<file path="config.mk">
export PLATFORM = sky130hd
export DESIGN_NAME = mbt_mac
export DESIGN_NICKNAME = d
export VERILOG_FILES = /design/src/design/mbt_pkg.sv /design/src/design/mbt_mac.sv
export SDC_FILE = /design/constraint.sdc
export NUM_CORES = 2
export LEC_CHECK = 0
export BUFFER_PORTS_ARGS = -buffer_cell sky130_fd_sc_hd__buf_2
export CAP_MARGIN = 20
export CORE_AREA = 2 2 243 245
export DETAILED_ROUTE_END_ITERATION = 10
export DIE_AREA = 0 0 245 247
export SYNTH_ARGS = -nofsm -noshare
export SYNTH_HDL_FRONTEND = slang
export SYNTH_SLANG_ARGS = --single-unit
</file>
<file path="constraint.sdc">
create_clock -name i_clk -period 7.6 [get_ports i_clk]
set_clock_uncertainty 0.1 [all_clocks]
set_input_delay 1.14 -clock i_clk [delete_from_list [all_inputs] [get_ports i_clk]]
set_output_delay 1.14 -clock i_clk [all_outputs]
set_load 0.1 [all_outputs]
</file>
<file path="src/design/mbt_pkg.sv">
// ----------------------------------------------------------------------------
// mbt_pkg: shared types and constants of the perceptron trainer
// Op codes, register indexes, sequencer types, the sigmoid table and the
// rounding and saturation helpers used across the datapath.
// ----------------------------------------------------------------------------
`default_nettype none

package mbt_pkg;

    localparam int MAC_AW = 36;   // multiplier operand A
    localparam int MAC_BW = 16;   // multiplier operand B
    localparam int MAC_PW = MAC_AW + MAC_BW;
    localparam int ACC_W  = 56;

    localparam logic [2:0] OP_WRITE = 3'd0;
    localparam logic [2:0] OP_READ  = 3'd1;
    localparam logic [2:0] OP_LOAD  = 3'd2;
    localparam logic [2:0] OP_TRAIN = 3'd3;
    localparam logic [2:0] OP_INFER = 3'd4;

    localparam logic [1:0] CFG_LEARN_RATE  = 2'd0;
    localparam logic [1:0] CFG_BATCH_USED  = 2'd1;
    localparam logic [1:0] CFG_HIDDEN_USED = 2'd2;

    localparam logic [14:0] LR_RESET = 15'd3277;
    localparam logic [2:0]  BU_RESET = 3'd4;
    localparam logic [4:0]  HU_RESET = 5'd16;

    localparam logic signed [15:0] Q_ONE  = 16'sd4096;
    localparam logic [12:0]        T_MAX  = 13'd4096;

    typedef struct packed {
        logic go;
        logic clr;
    } t_mac_ctl;

    typedef enum logic [2:0] {
        ST_IDLE,
        ST_ADDR,
        ST_DATA,
        ST_WAIT,
        ST_POST,
        ST_DONE
    } t_state;

    typedef enum logic [3:0] {
        PH_RD,
        PH_HID,
        PH_OUT,
        PH_YD,
        PH_DY,
        PH_HD,
        PH_P1,
        PH_DH,
        PH_G,
        PH_UPD
    } t_phase;

    typedef enum logic [1:0] {
        GRP_OW,
        GRP_OB,
        GRP_HW,
        GRP_HB
    } t_grp;

    // round(4096 * sigmoid(x)) at x = 0, 0.5, ..., 8
    function automatic logic [12:0] sig_tab(input logic [4:0] idx);
        logic [12:0] v;
        unique case (idx)
            5'd0:    v = 13'd2048;
            5'd1:    v = 13'd2550;
            5'd2:    v = 13'd2994;
            5'd3:    v = 13'd3349;
            5'd4:    v = 13'd3608;
            5'd5:    v = 13'd3785;
            5'd6:    v = 13'd3902;
            5'd7:    v = 13'd3976;
            5'd8:    v = 13'd4022;
            5'd9:    v = 13'd4051;
            5'd10:   v = 13'd4069;
            5'd11:   v = 13'd4079;
            5'd12:   v = 13'd4086;
            5'd13:   v = 13'd4090;
            5'd14:   v = 13'd4092;
            5'd15:   v = 13'd4094;
            default: v = 13'd4095;
        endcase
        return v;
    endfunction

    // round to nearest, ties toward plus infinity
    function automatic logic signed [ACC_W-1:0] round_sh(input logic signed [ACC_W-1:0] v,
                                                         input logic [4:0] s);
        logic signed [ACC_W-1:0] half;
        half = ACC_W'(1) <<< (s - 5'd1);
        return (v + half) >>> s;
    endfunction

    function automatic logic signed [15:0] sat16(input logic signed [ACC_W-1:0] v);
        logic signed [15:0] r;
        if (v > ACC_W'(32767)) begin
            r = 16'sh7FFF;
        end else if (v < -ACC_W'(32768)) begin
            r = 16'sh8000;
        end else begin
            r = v[15:0];
        end
        return r;
    endfunction

endpackage

`default_nettype wire

</file>
<file path="src/design/mbt_mac.sv">
// ----------------------------------------------------------------------------
// mbt_mac: shared multiply-accumulate unit
// One signed multiply per cycle into a product register, then accumulate;
// a clear flag travels with the product and starts a fresh sum.
// ----------------------------------------------------------------------------
`default_nettype none

module mbt_mac (
    input  wire logic                                 i_clk,
    input  wire logic                                 i_rst_n,
    input  wire mbt_pkg::t_mac_ctl                    i_ctl,
    input  wire logic signed [mbt_pkg::MAC_AW-1:0]    i_a,
    input  wire logic signed [mbt_pkg::MAC_BW-1:0]    i_b,
    output logic signed      [mbt_pkg::ACC_W-1:0]     o_acc
);
    import mbt_pkg::*;

    logic signed [MAC_PW-1:0] r_prod;
    logic signed [MAC_PW-1:0] s_ae;
    logic signed [MAC_PW-1:0] s_be;
    logic                     r_pv;
    logic                     r_pclr;
    logic signed [ACC_W-1:0]  r_acc;

    assign s_ae  = MAC_PW'(i_a);
    assign s_be  = MAC_PW'(i_b);
    assign o_acc = r_acc;

    always_ff @(posedge i_clk) begin
        if (!i_rst_n) begin
            r_pv   <= 1'b0;
            r_pclr <= 1'b0;
        end else begin
            r_pv   <= i_ctl.go;
            r_pclr <= i_ctl.clr;
        end
    end

    always_ff @(posedge i_clk) begin
        r_prod <= s_ae * s_be;
        if (r_pv) begin
            r_acc <= (r_pclr ? '0 : r_acc) + ACC_W'(r_prod);
        end
    end

endmodule

`default_nettype wire

</file>
==> impl_metrics.csv <==
group,metric,value,unit
status,outcome,"complete, no violations",
setup_path,timing.rr.end,"o_acc[45]",
setup_path,reg2reg_setup_slack,2.86,ns
clock_network,clockBufferDepth,2,
timing,rsz0062_at_grt,"no",
timing,relSlewSlack,29.67,%
min_path,hold_path.class,"reg2reg",
placed_design,gp_congestion,0.9345,
routing,vias,19270,
die,die_x,245,um
yosys,synth-async-reset-ratio,0,%
clock_network,ctsHoldBuffers,0,
die,die_y,247,um
timing,hold_ws,0.4476,ns
setup_path,crit_type,"in2reg",
setup_path,crit_top_cell,"fa_1",
setup_path,cp_data_required_time,7.82,ns
layout,final_cells,3783,
yosys,synth.ff_latch_count,110,
yosys,seq_area_frac_synth,10.69,%
grt,grt_max_degree,57,
placed_design,io_buffers,111,
yosys,ys.flop_type,"edfxtp_1",
placed_design,dp_hpwl,57.65,mm
timing,fin_crit,7.271,ns
layout,fill_cells,5516,
grt,grt_pass1_vias,20850,
setup_path,worst-path-buf-inv,5,
setup_path,cp-end-kind,"register",
routing,wirelength,67.35,mm
clock_network,cts_sinks,110,
setup_path,timing.critical_path.cells,"buf_2 > and2_1 > fa_1 > inv_1 > fa_1 > fa_1 > inv_1 > fa_1 > fa_1 > inv_1 > fa_1 > inv_1 > ha_1 > and3_1 > and3_1 > nor3_4 > nand3b_1 > a41o_1 > a221oi_2 > o22ai_1 > a211o_1 > a2111o_1 > o211ai_2",
layout,nNetsFinal,3781,
die,io_pins,112,
clock_network,cts_resized,0,
layout,drive_above_1_share,9.269,%
timing,fin_crit_sh,95.67,%
routing,drt-initial-drc-count,1166,
setup_path,cpPeakStageDelay,0.54,ns
timing,timing.fmax,137.5,MHz
setup_path,start_kind,"input pin",
setup_path,critPathSlowestCell,"fa_1",
die,rows,89,
die,initial_utilization,44.36,%
grt,grt_pass1_wl,112.3,mm
die,die-area,0.06052,mm^2
min_path,whs_endpoint,"o_acc[0]",
setup_path,path_delay_family,"adder cells",
placed_design,pre_cts_ws,-0.04804,ns
timing,setup_viol,0,
die,fp.coreArea,0.05824,mm^2
min_path,holdCritStartpoint,"r_prod[0]",
yosys,synth_edf_count,56,
yosys,syn_area_per_cell,9.021,um^2
clock_network,post-cts-setup-buffer-count,0,
layout,antenna_cells,0,
timing,drv_slew,0,
clock_network,cts_tree,"built",
yosys,ys.warnings.count,0,
setup_path,r2r-start,"r_pclr",
yosys,syn_nets,3640,
clock_network,cts_buffers,9,
grt,overflow,0,
setup_path,rr_worst_depth,14,
yosys,syn_area,0.02584,mm^2
clock_network,clock_latency,0.38,ns
routing,drtAntennaViolNets,0,
setup_path,path_max_fanout,15,
run,maxCapViolCount,0,
yosys,synthCells,2864,
grt,grt_usage,23.56,%
yosys,synth.distinct_cells,66,
clock_network,cts-root-buf,"clkbuf_16",
min_path,whs_path_depth,1,
routing,post_drt_wl_per_cell,17.80,um
grt,antenna_found_initial,0,
routing,via_per_inst,5.094,
setup_path,critPathArrivalTime,7.49,ns
routing,drcViolationCount,0,
clock_network,htree_levels,3,
timing,worstMarginPinSlew,1.055,ns
layout,area_delta_synth_final,9.840,%
timing,setup_slack,0.3293,ns
clock_network,path_clk_slew,0.10,ns
placed_design,place_inst,3767,
routing,drt_pass1_iterations,5,
timing,hold_violations,0,
==> cells in the mapped netlist, drive strengths merged, types with 35 or more instances <==
library cell / number / share of area [%]
nand2: 379 / 5.5
o21ai: 54 / 1.0
inv: 643 / 9.3
a21o: 53 / 1.5
edfxtp: 56 / 6.5
fa: 543 / 42
a21oi: 101 / 2.0
xor2: 35 / 1.2
and2: 238 / 5.8
dfxtp: 54 / 4.2
clkbuf: 110 / 1.6
nor2b: 67 / 1.6
nor2: 83 / 1.2
xnor2: 70 / 2.4
ha: 177 / 8.6
==> routing by layer <==
layer	track usage, %	up-vias	routed length [um]
li1	-	8887	-
met1	33.85	9813	31310
met2	37.77	530	30520
met3	4.634	40	4872
met4	3.354	0	648
met5	0	-	0
==> worst max-delay path by stage <==
| stage | cells past startpoint | endpoint | from |
|---|---|---|---|
| 3_3_place_gp | 25 | r_prod[51] | i_b[4] |
| 2_1_floorplan | 25 | r_prod[51] | i_b[7] |
| 4_1_cts | 24 | r_prod[50] | i_b[4] |
| 6_report | 23 | r_prod[51] | i_b[4] |
| 3_5_place_dp | 24 | r_prod[50] | i_b[4] |
| 5_1_grt | 24 | r_prod[50] | i_b[4] |
==> through the flow <==
step	area [um^2]	utilization, %	setup TNS (ns)
after floorplan	25840	-	0
after global placement	28080	48.22	-0.08197
after detailed placement	28080	48.22	-0.09062
after CTS	28380	48.73	0
after global routing	28380	48.73	0
final	28380	48.73	0
==> flip-flops by register name, summed over array words and instances (netlist names) <==
register,count
o_acc,56
r_pclr,1
r_prod,52
r_pv,1
==> cells by family after synthesis <==
| kind of cell | Yosys count | synth area share (%) |
|---|---|---|
| AND/OR/NAND/NOR | 871 | 16.59 |
| buffers and inverters | 757 | 11.00 |
| adder cells (fa/ha/maj) | 720 | 50.64 |
| AO/OA/AOI/OAI | 301 | 7.511 |
| flip-flops | 110 | 10.69 |
| XOR/XNOR | 105 | 3.559 |
==> area by class of cell <==
cell class	count	area, um^2	share of cell area [%]
clock buffers	9	225.2	0.7936
clock inverters	7	72.57	0.2557
inverters	643	2414	8.505
multi-input cells	1997	20230	71.29
flip-flops and latches	110	2765	9.743
well taps	773	967.2	3.408
repair buffers	244	1704	6.005
==> worst register-to-register path, stage by stage, from the launching register on <==
cell and delay (ns):
dfxtp_2 1.00, nand2b_1 0.32, inv_1 0.06, ha_1 0.27, a21oi_1 0.08, nand4b_1 0.21, a31oi_1 0.35, o211ai_1 0.28
a21oi_1 0.35, o221ai_2 0.23, o311ai_1 0.34, o211ai_1 0.25, o21a_1 0.24, o31ai_1 0.30, xor2_1 0.13
==> placed cells by master, fill, tap and decap left out, drive strengths merged, types with 3 or more instances in the layout <==
cell type    n
o211ai       7
xor2        35
fa         543
xnor2       70
ha         177
or2          4
and3        12
buf        244
a221o        3
o2111ai      6
o31ai        3
o21a        17
dfxtp       54
a21oi      101
clkinv       3
o22ai        3
nand2      379
a31oi       13
a31o         3
nand3       23
nand2b      23
edfxtp      56
and2       238
a21boi       4
a21o        53
nor2        83
nor4         4
nor3        15
nor2b       67
inv        647
o21ai       54
a211oi       4
or3          5
nand4        7
clkbuf       9
o21bai      10
a221oi       5
Power is left out: the tool's default activity adds up to more than one toggle a clock period on the data nets, which glitch-free logic cannot reach.
