$ cat config.mk
export PLATFORM = sky130hd
export DESIGN_NAME = mbt_sigmoid
export DESIGN_NICKNAME = d
export VERILOG_FILES = /design/src/design/mbt_pkg.sv /design/src/design/mbt_sigmoid.sv
export SDC_FILE = /design/constraint.sdc
export NUM_CORES = 1
export LEC_CHECK = 0
export BUFFER_PORTS_ARGS = -buffer_cell sky130_fd_sc_hd__buf_2
export CAP_MARGIN = 0
export CORE_ASPECT_RATIO = 0.6
export CORE_MARGIN = 4
export CORE_UTILIZATION = 45
export DETAILED_ROUTE_END_ITERATION = 10
export PLACE_DENSITY = 0.7
export SETUP_SLACK_MARGIN = 0.5
export SYNTH_ARGS = -nofsm -noshare
export SYNTH_HDL_FRONTEND = slang
export SYNTH_SLANG_ARGS = --single-unit
export TNS_END_PERCENT = 100
$ cat constraint.sdc
create_clock -name vclk -period 30.4
set_clock_uncertainty 0.1 [all_clocks]
set_input_delay 1.52 -clock vclk [all_inputs]
set_output_delay 1.52 -clock vclk [all_outputs]
set_load 0.05 [all_outputs]
$ cat src/design/mbt_pkg.sv
// ----------------------------------------------------------------------------
// mbt_pkg: shared types and constants of the perceptron trainer
// Op codes, register indexes, sequencer types, the sigmoid table and the
// rounding and saturation helpers used across the datapath.
// ----------------------------------------------------------------------------
`default_nettype none

package mbt_pkg;

    localparam int MAC_AW = 36;   // multiplier operand A
    localparam int MAC_BW = 16;   // multiplier operand B
    localparam int MAC_PW = MAC_AW + MAC_BW;
    localparam int ACC_W  = 56;

    localparam logic [2:0] OP_WRITE = 3'd0;
    localparam logic [2:0] OP_READ  = 3'd1;
    localparam logic [2:0] OP_LOAD  = 3'd2;
    localparam logic [2:0] OP_TRAIN = 3'd3;
    localparam logic [2:0] OP_INFER = 3'd4;

    localparam logic [1:0] CFG_LEARN_RATE  = 2'd0;
    localparam logic [1:0] CFG_BATCH_USED  = 2'd1;
    localparam logic [1:0] CFG_HIDDEN_USED = 2'd2;

    localparam logic [14:0] LR_RESET = 15'd3277;
    localparam logic [2:0]  BU_RESET = 3'd4;
    localparam logic [4:0]  HU_RESET = 5'd16;

    localparam logic signed [15:0] Q_ONE  = 16'sd4096;
    localparam logic [12:0]        T_MAX  = 13'd4096;

    typedef struct packed {
        logic go;
        logic clr;
    } t_mac_ctl;

    typedef enum logic [2:0] {
        ST_IDLE,
        ST_ADDR,
        ST_DATA,
        ST_WAIT,
        ST_POST,
        ST_DONE
    } t_state;

    typedef enum logic [3:0] {
        PH_RD,
        PH_HID,
        PH_OUT,
        PH_YD,
        PH_DY,
        PH_HD,
        PH_P1,
        PH_DH,
        PH_G,
        PH_UPD
    } t_phase;

    typedef enum logic [1:0] {
        GRP_OW,
        GRP_OB,
        GRP_HW,
        GRP_HB
    } t_grp;

    // round(4096 * sigmoid(x)) at x = 0, 0.5, ..., 8
    function automatic logic [12:0] sig_tab(input logic [4:0] idx);
        logic [12:0] v;
        unique case (idx)
            5'd0:    v = 13'd2048;
            5'd1:    v = 13'd2550;
            5'd2:    v = 13'd2994;
            5'd3:    v = 13'd3349;
            5'd4:    v = 13'd3608;
            5'd5:    v = 13'd3785;
            5'd6:    v = 13'd3902;
            5'd7:    v = 13'd3976;
            5'd8:    v = 13'd4022;
            5'd9:    v = 13'd4051;
            5'd10:   v = 13'd4069;
            5'd11:   v = 13'd4079;
            5'd12:   v = 13'd4086;
            5'd13:   v = 13'd4090;
            5'd14:   v = 13'd4092;
            5'd15:   v = 13'd4094;
            default: v = 13'd4095;
        endcase
        return v;
    endfunction

    // round to nearest, ties toward plus infinity
    function automatic logic signed [ACC_W-1:0] round_sh(input logic signed [ACC_W-1:0] v,
                                                         input logic [4:0] s);
        logic signed [ACC_W-1:0] half;
        half = ACC_W'(1) <<< (s - 5'd1);
        return (v + half) >>> s;
    endfunction

    function automatic logic signed [15:0] sat16(input logic signed [ACC_W-1:0] v);
        logic signed [15:0] r;
        if (v > ACC_W'(32767)) begin
            r = 16'sh7FFF;
        end else if (v < -ACC_W'(32768)) begin
            r = 16'sh8000;
        end else begin
            r = v[15:0];
        end
        return r;
    endfunction

endpackage

`default_nettype wire

$ cat src/design/mbt_sigmoid.sv
// ----------------------------------------------------------------------------
// mbt_sigmoid: table sigmoid with linear interpolation
// Q4.12 in, Q0.12 out; the table covers |x| up to 8, negative x mirrors.
// ----------------------------------------------------------------------------
`default_nettype none

module mbt_sigmoid (
    input  wire logic signed [15:0] i_z,
    output logic             [12:0] o_y
);
    import mbt_pkg::*;

    logic signed [16:0] s_ze;
    logic        [16:0] s_m;
    logic        [5:0]  s_idx;
    logic        [10:0] s_frac;
    logic        [12:0] s_base;
    logic        [12:0] s_next;
    logic        [23:0] s_prod;
    logic        [12:0] s_r;

    assign s_ze   = {i_z[15], i_z};
    assign s_m    = i_z[15] ? 17'(-s_ze) : 17'(s_ze);
    assign s_idx  = s_m[16:11];
    assign s_frac = s_m[10:0];
    assign s_base = sig_tab(s_idx[4:0]);
    assign s_next = sig_tab(s_idx[4:0] + 5'd1);
    assign s_prod = 24'(s_next - s_base) * 24'(s_frac);

    always_comb begin
        if (s_idx >= 6'd16) begin
            s_r = sig_tab(5'd16);
        end else begin
            s_r = s_base + 13'(s_prod >> 11);
        end
    end

    assign o_y = i_z[15] ? (T_MAX - s_r) : s_r;

endmodule

`default_nettype wire

==> results.tsv, run 1 <==
stage	metric	value	unit
synth	yosys_warnings	0	
global_routing	grt_pass1_vias	6083	
critical_path	critPathKind	in -> out	
global_routing	met2_usage	28.6	%
final_layout	fin_cells	1218	
sta	rsz0062_at_grt	false	
critical_path	cpPeakStageDelay	0.77	ns
sta	tightest_slew	1.07	ns
run	drv_cap	0	
clocking	ctsResizeCount	0	
sta	setup_viol	0	
drt	ant_nets	0	
hold_path	min_path_type	in -> out	
synth	yosysUniqueCellTypes	60	
synth	syn_nets	1206	
sta	hold_ws	3.65	ns
sta	fmax	62.1	MHz
floorplan	fp-row-count	36	
drt	wl	18500	um
clocking	postCtsSetupBuffers	0	
clocking	ctsHoldBuffers	0	
global_routing	use_met1	33.0	%
global_routing	overflow	0	
outcome	status	finished clean	
placement	hpwl	16300	um
final_layout	area_delta_synth_final	5.80	%
floorplan	start_util	46.3	%
placement	place_congestion	0.897	
drt	drc	0	
floorplan	die_w	176	um
sta	fin_crit	16.09	ns
floorplan	die_area	19100	um2
critical_path	cp_max_fo	15	
sta	setup_tns	0	ns
synth	syn_inst	973	
placement	io_buffers	29	
sta	slew_headroom	28.2	%
global_routing	grt_max_degree	36	
final_layout	design.seq.count	0	
synth	netlist_area	7600	um2
final_layout	seqCellArea	0	um2
drt	drt_iter0_markers	498	
placement	dpl.cell_count	1218	
drt	dr.pass1.iters	5	
sta	hold_violations	0	
sta	period_share	52.9	%
floorplan	coreArea	16400	um2
drt	vias	6314	
final_layout	final_nets	1225	
floorplan	io-pin-count	29	
floorplan	die_h	109	um
drt	wl_per_cell	15.2	um
critical_path	cp.arrival	14.47	ns
final_layout	drive_gt1_share	5.45	%
placement	place_area	8040	um2
critical_path	crit_path_end_kind	output port	
drt	avgViaCountPerCell	5.18	
global_routing	busiest_layer	met1	
global_routing	use_met3	2.53	%
global_routing	grt_pass1_wl	31100	um
global_routing	antenna_found_initial	0	
final_layout	final_area	8040	um2
synth	seq_area_frac_synth	0	%
global_routing	track_usage	19.9	%
final_layout	clockBufferCount	0	
critical_path	worstPathRequired	28.78	ns
critical_path	worst_path_max_delay_cell	xor2_1	
synth	avgSynthCellArea	7.81	um2
final_layout	diodes	0	
critical_path	worstSetupStartpointType	input pin	
sta	finalMaxSlewViolations	0	
## worst max-delay path: cells and delay by family
kind            cells  cell delay, ns
fa+ha+maj          12            4.83
simple gates        6            1.53
xor+xnor            3            1.24
compound gates     20            3.92
buf+inv             8            1.07
mux                 1            0.37
## layout by cell type (no fill, tap or decap), drive strengths merged, types with 5 or more instances in the layout
| master | n |
|---|---|
| a21o | 9 |
| a21oi | 31 |
| a31oi | 8 |
| and2 | 14 |
| and3 | 5 |
| buf | 42 |
| fa | 136 |
| ha | 81 |
| inv | 211 |
| nand2 | 136 |
| nand2b | 8 |
| nand3 | 11 |
| nand3b | 5 |
| nor2 | 78 |
| nor2b | 18 |
| nor3 | 9 |
| o211ai | 8 |
| o21a | 5 |
| o21ai | 33 |
| o21bai | 9 |
| o22ai | 5 |
| o31ai | 6 |
| or3 | 6 |
| xnor2 | 47 |
| xor2 | 23 |
## layer usage
| metal | up-vias | part of all wire [%] |
|---|---|---|
| li1 | 3078 | - |
| met1 | 3033 | 52 |
| met2 | 193 | 40 |
| met3 | 10 | 7.9 |
| met4 | 0 | 0.48 |
| met5 | - | 0 |
## metrics by stage
step	worst slack, ns	utilization, %
finish	14.31	49.0
global route	13.23	49.0
CTS	14.43	49.0
detailed placement	14.46	49.0
global placement	14.66	49.0
floorplan	15.57	-
## synthesized netlist by cell type, drive strengths merged (6+ instances only)
| master | n | area share, % |
|---|---|---|
| nor3 | 9 | 0.59 |
| a21o | 9 | 0.89 |
| o21bai | 9 | 0.89 |
| nor2 | 78 | 3.9 |
| nor2b | 18 | 1.5 |
| ha | 81 | 13 |
| a31oi | 8 | 0.66 |
| fa | 136 | 36 |
| clkbuf | 23 | 1.1 |
| o211ai | 8 | 0.79 |
| nand2 | 136 | 6.7 |
| xor2 | 23 | 2.7 |
| o31ai | 6 | 0.59 |
| nand3 | 11 | 0.72 |
| and2 | 14 | 1.2 |
| xnor2 | 47 | 5.4 |
| o21ai | 33 | 2.2 |
| inv | 211 | 10 |
| or3 | 6 | 0.49 |
| nand2b | 8 | 0.66 |
| a21oi | 31 | 2.1 |
## worst paths after layout
kind,endpoint,startpoint,depth (start not counted)
setup / recovery,o_y[12],i_z[0],50
hold / removal,o_y[1],i_z[15],4
## final cells by class
class,instances,area [um2]
Timing Repair Buffer,42,243
Tap cell,228,285
Fill cell,1632,8360
Inverter,212,796
Multi-Input combinational cell,736,6710
## cell families (layout without fill, tap and decap cells)
group                      count (synthesis)  in the layout  share of synthesized area, %
muxes                                      5              5                         0.725
AOI/OAI and AO/OA                        137            137                          11.7
buffers and inverters                    237            254                          11.7
adders and majority gates                217            217                          49.2
and+or+nand+nor                          307            307                          18.6
xor gates and xnor gates                  70             70                          8.07
Power of run 1 is left out: the tool's default activity adds up to more than one toggle a clock period on the data nets, which glitch-free logic cannot reach.
==> run 2, diff against run 1 <==
- ABC_AREA: default -> 1
- clock period: 30.4 -> 15.3 ns (I/O delays scaled with it)
==> run 2 against run 1 <==
- utilization shrank 0.66 points
- via count increased by 12%
- cell count increased by 15%
- sequential cell count stayed put
- routed wire length grew 15%
==> results.tsv, run 2 <==
stage	metric	value	unit	change
outcome	status	finished clean		unchanged
critical_path	crit_path_frequent_cell	nand2_1		
drt	drc	0		unchanged
floorplan	start_util	46.1	%	was 46.3%
hold_path	min_path_type	in -> out		unchanged
synth	avgSynthCellArea	6.89	um2	was 7.81 um2
synth	seq_area_frac_synth	0	%	unchanged
critical_path	cp_max_fo	26		was 15
critical_path	critPathKind	in -> out		unchanged
final_layout	layout_common_cells	282 x nand2_1, 280 x inv_1, 136 x fa_1		was 211 x inv_1, 136 x nand2_1, 136 x fa_1
synth	syn_inst	1152		was 973
final_layout	layout_commonest_cell	nand2_1		was inv_1
global_routing	grt_max_degree	27		was 36
sta	fin_crit	12.61	ns	
floorplan	die_h	111	um	was 109 um
synth	yosys_warnings	0		unchanged
final_layout	final_nets	1403		was 1225
synth	yosysUniqueCellTypes	46		was 60
drt	vias	7048		was 6314
sta	setup_tns	0	ns	unchanged
final_layout	drive_gt1_share	5.91	%	was 5.45%
drt	wl_per_cell	15.2	um	about the same
drt	ant_nets	0		unchanged
synth	synthTopCellsByCount	282 x nand2_1, 280 x inv_1, 136 x fa_1		was 211 x inv_1, 136 x fa_1, 136 x nand2_1
final_layout	area_delta_synth_final	4.87	%	was 5.80%
global_routing	track_usage	21.9	%	was 19.9%
final_layout	diodes	0		unchanged
floorplan	coreArea	17200	um2	was 16400 um2
placement	hpwl	18900	um	was 16300 um
floorplan	fp-row-count	37		was 36
global_routing	grt_pass1_vias	6936		was 6083
final_layout	seqCellArea	0	um2	unchanged
global_routing	antenna_found_initial	0		unchanged
placement	io_buffers	29		unchanged
critical_path	worst_path_max_delay_cell	fa_1		was xor2_1
hold_path	min_to	o_y[1]		unchanged
placement	place_area	8330	um2	was 8040 um2
placement	place_congestion	0.953		was 0.897
critical_path	worstPathRequired	14.44	ns	was 28.78 ns
drt	wl	21300	um	was 18500 um
sta	slew_headroom	30.4	%	was 28.2%
synth	netlist_area	7940	um2	was 7600 um2
synth	syn_nets	1385		was 1206
final_layout	design.seq.count	0		unchanged
critical_path	worstSetupStartpointType	input pin		unchanged
synth	synth_area_leaders	fa_1 34%, nand2_1 13%, inv_1 13%		was fa_1 36%, ha_1 13%, inv_1 10%
clocking	ctsResizeCount	0		unchanged
final_layout	clockBufferCount	0		unchanged
final_layout	final_area	8330	um2	was 8040 um2
global_routing	grt_pass1_wl	36200	um	was 31100 um
drt	dr.pass1.iters	7		was 5
hold_path	min_path_cells	4		unchanged
sta	fmax	79.3	MHz	
drt	drt_iter0_markers	635		was 498
hold_path	min_from	i_z[15]		unchanged
clocking	postCtsSetupBuffers	0		unchanged
floorplan	io-pin-count	29		unchanged
clocking	ctsHoldBuffers	0		unchanged
sta	setup_viol	0		unchanged
sta	rsz0062_at_grt	false		unchanged
drt	avgViaCountPerCell	5.03		was 5.18
critical_path	crit_path_end_kind	output port		unchanged
critical_path	cp.arrival	11.74	ns	was 14.47 ns
sta	tightest_slew	1.04	ns	was 1.07 ns
synth	yosysMostFrequentCell	nand2_1		was inv_1
sta	hold_ws	2.08	ns	was 3.65 ns
floorplan	die_area	19900	um2	was 19100 um2
floorplan	die_w	180	um	was 176 um
run	drv_cap	0		unchanged
synth	netlist.area_leader.share	34.3	%	was 35.8%
critical_path	cpPeakStageDelay	0.56	ns	was 0.77 ns
global_routing	overflow	0		unchanged
synth	yosys.area.top_type	fa_1		unchanged
sta	finalMaxSlewViolations	0		unchanged
sta	hold_violations	0		unchanged
sta	period_share	82.4	%	
## run 2: worst max-delay path: cells and delay by family
| family | cells | cell delay [ns] |
|---|---|---|
| fa+ha+maj | 11 | 4.27 |
| simple gates | 20 | 2.18 |
| compound gates | 9 | 2.04 |
| buf+inv | 13 | 1.62 |
| xor+xnor | 3 | 0.80 |
## run 2: cells by family (layout without fill, tap and decap cells)
kind of cell | Yosys count | after routing | share of synthesized area [%]
fa+ha+maj | 217 | 217 | 47.0
buf+inv | 310 | 326 | 15.0
simple gates | 494 | 494 | 26.1
compound gates | 90 | 90 | 6.89
xor+xnor | 41 | 41 | 5.04
## run 2: metrics by stage
| stage | util, % | instances | worst slack [ns] |
|---|---|---|---|
| after CTS | 48.4 | 1402 | 2.88 |
| after detailed placement | 48.4 | 1402 | 2.92 |
| after global placement | 48.4 | 1402 | 3.03 |
| after floorplan | - | 1152 | 4.19 |
| final | 48.4 | 1402 | 2.69 |
| after global routing | 48.4 | 1402 | 1.87 |
## run 2: layout make-up
class / count / area (um2)
inverters: 292 / 1100
multi-input cells: 842 / 6750
repair buffers: 34 / 183
fillers: 1761 / 8890
well taps: 234 / 293
## run 2: metal layers
layer	vias to the layer above	global-route usage, %	share of wire, %
met3	18	8.33	12
met2	278	29.0	37
li1	3471	-	-
met1	3281	34.9	50
met5	-	0	0
met4	0	1.17	0.83
## run 2: how the worst max path moves through the flow
stage | start | end | slack (ns) | cells after the start
after floorplan | i_z[1] | o_y[10] | 4.19 | 55
after global routing | i_z[0] | o_y[12] | 1.87 | 59
after CTS | i_z[0] | o_y[12] | 2.88 | 59
after detailed placement | i_z[0] | o_y[12] | 2.92 | 59
after global placement | i_z[15] | o_y[12] | 3.03 | 56
final | i_z[15] | o_y[12] | 2.69 | 56
Power of run 2 is left out for the same reason.
